`config.mk`:
```
export PLATFORM = sky130hd
export DESIGN_NAME = l2mi_divider
export DESIGN_NICKNAME = d
export VERILOG_FILES = /design/src/rtl/l2mi_pkg.sv /design/src/rtl/l2mi_divider.sv
export VERILOG_INCLUDE_DIRS = /design/src /design/src/rtl
export SDC_FILE = /design/constraint.sdc
export NUM_CORES = 2
export LEC_CHECK = 0
export BUFFER_PORTS_ARGS = -buffer_cell sky130_fd_sc_hd__buf_2
export CORE_MARGIN = 2
export CORE_UTILIZATION = 45
export DETAILED_ROUTE_END_ITERATION = 16
export SLEW_MARGIN = 5
export SYNTH_ARGS = -nofsm -noshare
export SYNTH_HDL_FRONTEND = slang
export SYNTH_SLANG_ARGS = --single-unit
```
`constraint.sdc`:
```
create_clock -name clock -period 4.7 [get_ports clock]
set_input_delay 0.235 -clock clock [delete_from_list [all_inputs] [get_ports clock]]
set_output_delay 0.235 -clock clock [all_outputs]
set_load 0.05 [all_outputs]
```
`src/rtl/assert_macros.svh`:
```
// shared concurrent assertion macros
`ifndef ASSERT_MACROS_SVH
`define ASSERT_MACROS_SVH

// same-cycle implication
`define ASSERT_IMPLIES(lbl, clk, rst, ante, cons, msg) \
   lbl: assert property (@(posedge clk) disable iff (rst) (ante) |-> (cons)) else $error(msg);

// next-cycle implication
`define ASSERT_NEXT(lbl, clk, rst, ante, cons, msg) \
   lbl: assert property (@(posedge clk) disable iff (rst) (ante) |=> (cons)) else $error(msg);

`endif

```
`src/rtl/l2mi_pkg.sv`:
```
package l2mi_pkg;

   localparam int MAX_DIMS_DEFAULT     = 4;
   localparam int INDEX_WIDTH_DEFAULT  = 32;
   localparam int EXTENT_WIDTH_DEFAULT = 16;

   localparam int COORD_COUNT    = 4;
   localparam int DIM_SEL_WIDTH  = 2;
   localparam int DIM_CNT_WIDTH  = 3;
   localparam int CSR_ADDR_WIDTH = 5;
   localparam int CSR_DATA_WIDTH = 32;

   localparam logic [2:0] REG_DIM_COUNT    = 3'd0;
   localparam logic [2:0] REG_LAYOUT_ORDER = 3'd1;
   localparam logic [2:0] REG_EXTENT_DIM0  = 3'd2;
   localparam logic [2:0] REG_EXTENT_DIM1  = 3'd3;
   localparam logic [2:0] REG_EXTENT_DIM2  = 3'd4;
   localparam logic [2:0] REG_EXTENT_DIM3  = 3'd5;

   localparam logic LAYOUT_ROW_MAJOR = 1'b0;

endpackage

```
`src/rtl/l2mi_divider.sv`:
```
`include "assert_macros.svh"

module l2mi_divider import l2mi_pkg::*; #(
   parameter int INDEX_WIDTH  = INDEX_WIDTH_DEFAULT,
   parameter int EXTENT_WIDTH = EXTENT_WIDTH_DEFAULT,
   parameter int SIDE_WIDTH   = 1
) (
   input  logic                    clock,
   input  logic                    reset,
   input  logic                    enable,
   input  logic                    in_valid,
   input  logic [INDEX_WIDTH-1:0]  in_num,
   input  logic [EXTENT_WIDTH-1:0] in_div,
   input  logic [SIDE_WIDTH-1:0]   in_side,
   output logic                    out_valid,
   output logic [INDEX_WIDTH-1:0]  out_quot,
   output logic [EXTENT_WIDTH-1:0] out_rem,
   output logic [SIDE_WIDTH-1:0]   out_side
);

   logic                    valid_ff [INDEX_WIDTH];
   logic [INDEX_WIDTH-1:0]  num_ff   [INDEX_WIDTH];
   logic [EXTENT_WIDTH-1:0] rem_ff   [INDEX_WIDTH];
   logic [EXTENT_WIDTH-1:0] div_ff   [INDEX_WIDTH];
   logic [SIDE_WIDTH-1:0]   side_ff  [INDEX_WIDTH];

   for (genvar s = 0; s < INDEX_WIDTH; s++) begin : g_stage
      logic                    prev_valid;
      logic [INDEX_WIDTH-1:0]  prev_num;
      logic [EXTENT_WIDTH-1:0] prev_rem;
      logic [EXTENT_WIDTH-1:0] prev_div;
      logic [SIDE_WIDTH-1:0]   prev_side;
      logic [EXTENT_WIDTH:0]   trial;
      logic                    fits;
      logic [EXTENT_WIDTH:0]   diff;
      logic [INDEX_WIDTH-1:0]  num_in;
      logic [EXTENT_WIDTH-1:0] rem_in;

      if (s == 0) begin : g_first
         assign prev_valid = in_valid;
         assign prev_num   = in_num;
         assign prev_rem   = '0;
         assign prev_div   = in_div;
         assign prev_side  = in_side;
      end else begin : g_next
         assign prev_valid = valid_ff[s-1];
         assign prev_num   = num_ff[s-1];
         assign prev_rem   = rem_ff[s-1];
         assign prev_div   = div_ff[s-1];
         assign prev_side  = side_ff[s-1];
      end

      always_comb begin
         trial  = {prev_rem, prev_num[INDEX_WIDTH-1]};
         fits   = trial >= {1'b0, prev_div};
         diff   = trial - {1'b0, prev_div};
         rem_in = fits ? diff[EXTENT_WIDTH-1:0] : trial[EXTENT_WIDTH-1:0];
         num_in = {prev_num[INDEX_WIDTH-2:0], fits};
      end

      always_ff @(posedge clock) begin
         if (reset) begin
            valid_ff[s] <= 1'b0;
         end else if (enable) begin
            valid_ff[s] <= prev_valid;
         end
         if (enable) begin
            num_ff[s]  <= num_in;
            rem_ff[s]  <= rem_in;
            div_ff[s]  <= prev_div;
            side_ff[s] <= prev_side;
         end
      end
   end

   assign out_valid = valid_ff[INDEX_WIDTH-1];
   assign out_quot  = num_ff[INDEX_WIDTH-1];
   assign out_rem   = rem_ff[INDEX_WIDTH-1];
   assign out_side  = side_ff[INDEX_WIDTH-1];

   `ASSERT_IMPLIES(a_rem_below_div, clock, reset,
      out_valid && (div_ff[INDEX_WIDTH-1] != '0), out_rem < div_ff[INDEX_WIDTH-1],
      "remainder not below divisor")
   `ASSERT_NEXT(a_hold_when_off, clock, reset, !enable && out_valid,
      out_valid && $stable(out_quot) && $stable(out_rem), "divider moved while held")

endmodule

```
==> metrics.txt <==
clk buf depth 3; post-synth top area share 0.674; number of global-route vias before repair 50.8k; Post-synth EDFFs 2096; worst-margin pin slew 1.13 ns; RSZ-0062 raised after global routing false; Setup Buffers After CTS 0; Worst EP required 5.31 ns; maximum vdd drop 0.000446 V; mapped cell area 93400 um2; Final Hold Fails 0; fin. max-slew vios 0; port bufs 102; fin cells 9761; max cap viols 0; Nets 7452; Die Y 459 um; layout cell share with drive strength beyond 1 0.115; top_reg_cell synth edfxtp_1; IO Count 103; Synth top cells by count 2096 x edfxtp_1, 648 x inv_1, 498 x ha_1; final cycle utilization of the critical path 0.770; syn_nets 7054; Min Hold Slack 0.0991 ns; most frequent cell after synthesis edfxtp_1; DRT Wirelength 171000 um; CP Max Fanout 10; 1st-iter DRT viols 3439; CP arrival 4.23 ns; first-pass GRT wire length 273000 um; CTS tree yes; clk sinks 2096; reg2reg setup slack 1.08 ns; CP Capture Type register; Inst Count DP 9273; DP HPWL 118000 um; Overflow after GRT 0; Max Fclk 0.276 GHz; Site Rows 167; clk root buf clkbuf_16; syn avg cell area 14.4 um2; post-synth cell types 83; die area 211000 um2; Syn Inst Count 6472; via count 51.1k; setup TNS 0 ns; clk slew on worst S/H paths 0.06 ns; hold-fix buffers at CTS 78; total core area 207000 um2; synthesized flop and latch total 2096; routed vias/inst 5.23; Yosys Warn Count 0; DR DRC count 0; ranking of synthesized cells by area edfxtp_1 67%, ha_1 6.7%, mux2_2 3.1%; Power Density 641 nW/um2; type of the worst setup path register to register; Placer Congestion 0.872; final setup vio count 0; depth of the CTS H-tree 4; CTS buffer count 221; status completed; Area Overhead vs Synth 13.2%; Final Skew 0.0393 ns; P_leak 40.3 nW; Clk Latency, worst-skew pair 0.88 ns; GR Util All Layers 0.161; Worst Setup Start Kind register; WL/cell 17.6 um; largest net degree at the start of global routing 133; post-CTS sizing 0; initial core utilization 0.452; initial antenna violation count 2; ANT nets after route 0; worst min path class primary input to register; drt pass-1 iters 8; Die Span X 459 um; Rel. slew slack 0.248; Post-synth ARST share 0; post-synthesis sequential area ratio 0.674; fin crit period 3.62 ns; cell taking the most area after synthesis edfxtp_1
-- final timing paths --
check,from,end,depth (start not counted)
min reg2reg,num_ff[3][61]$_DFFE_PP_,num_ff[4][30]$_DFFE_PP_,0
max reg2reg,div_ff[5][17]$_DFFE_PP_,rem_ff[11][3]$_DFFE_PP_,11
max,div_ff[5][17]$_DFFE_PP_,rem_ff[11][3]$_DFFE_PP_,11
min,in_num[13],num_ff[0][14]$_DFFE_PP_,2
-- worst max-delay path, cell delays in order (launching register included) --
cell and delay [ns]:
edfxtp_1 0.44, inv_1 0.09, ha_1 0.24, nor2b_1 0.15
o31a_1 0.27, o31ai_1 0.31, a21oi_1 0.20, o31ai_4 0.24
a211oi_1 0.16, a2111oi_4 0.59, buf_4 0.32, mux2_2 0.35
-- cell usage in the layout (no fill, tap or decap), types with 43 or more instances in the layout --
| cell type | count |
|---|---|
| a21oi_1 | 319 |
| and2_1 | 45 |
| ha_1 | 498 |
| xor2_1 | 99 |
| nand2b_1 | 60 |
| a211oi_1 | 44 |
| mux2i_1 | 56 |
| o21a_1 | 99 |
| clkbuf_1 | 44 |
| dlygate4sd3_1 | 78 |
| o21ai_0 | 273 |
| nor2_1 | 382 |
| nand3_1 | 100 |
| nor2b_1 | 89 |
| nand2_1 | 261 |
| mux2_2 | 253 |
| a21o_1 | 104 |
| nor3_1 | 99 |
| inv_1 | 648 |
| buf_2 | 101 |
| o31a_1 | 43 |
| xnor2_1 | 218 |
| edfxtp_1 | 2096 |
| nand4_1 | 58 |
| clkbuf_16 | 221 |
| buf_4 | 46 |
-- per-stage QoR --
step	power [mW]	utilization	instance area [um2]	setup slack [ns]
detailed placement	50.5	0.473	97600	1.13
finish	67.7	0.511	106000	1.08
floorplan	44.7	-	93400	1.59
global placement	50.1	0.473	97600	1.25
CTS	68.4	0.511	106000	1.10
global route	72.0	0.511	106000	0.849
-- flip-flops by register name, summed over array words and instances (netlist names) --
signal / cells
rem_ff: 512
num_ff: 1024
valid_ff: 32
side_ff: 32
div_ff: 496
-- layer usage --
metal / GRT usage / wire, um / vias up
li1: - / - / 25100
met1: 0.213 / 77600 / 24800
met2: 0.268 / 82200 / 899
met3: 0.0261 / 6320 / 310
met4: 0.0584 / 5220 / 0
met5: 0 / 0 / -
-- cell type report --
cell class              count  area [um2]
diodes                      3        7.51
clock buffers             265        5700
clock inverters           142        1560
fillers                 17200      101000
inverters                 648        2430
multi-input cells        3661       27700
flip-flops and latches   2096       62900
well taps                2704        3380
repair buffers            242        1970
-- cell families (layout without fill, tap and decap cells) --
group | Yosys count | count (layout) | share of synthesized area
buffers and inverters | 715 | 1297 | 0.0296
muxes | 345 | 345 | 0.0414
DFF | 2096 | 2096 | 0.674
AOI/OAI and AO/OA | 1222 | 1222 | 0.0867
other | 0 | 3 | 0
and+or+nand+nor | 1248 | 1248 | 0.0649
xor gates and xnor gates | 317 | 317 | 0.0297
adders and majority gates | 529 | 529 | 0.0734
-- power breakdown --
part,switching (mW),internal (mW),leakage (nW)
combinational,12.5,10.5,16.3
clock,7.27,10.1,3.49
sequential,1.91,25.5,20.5
total,21.7,46.0,40.3
Power figures use the tool's default switching activity.
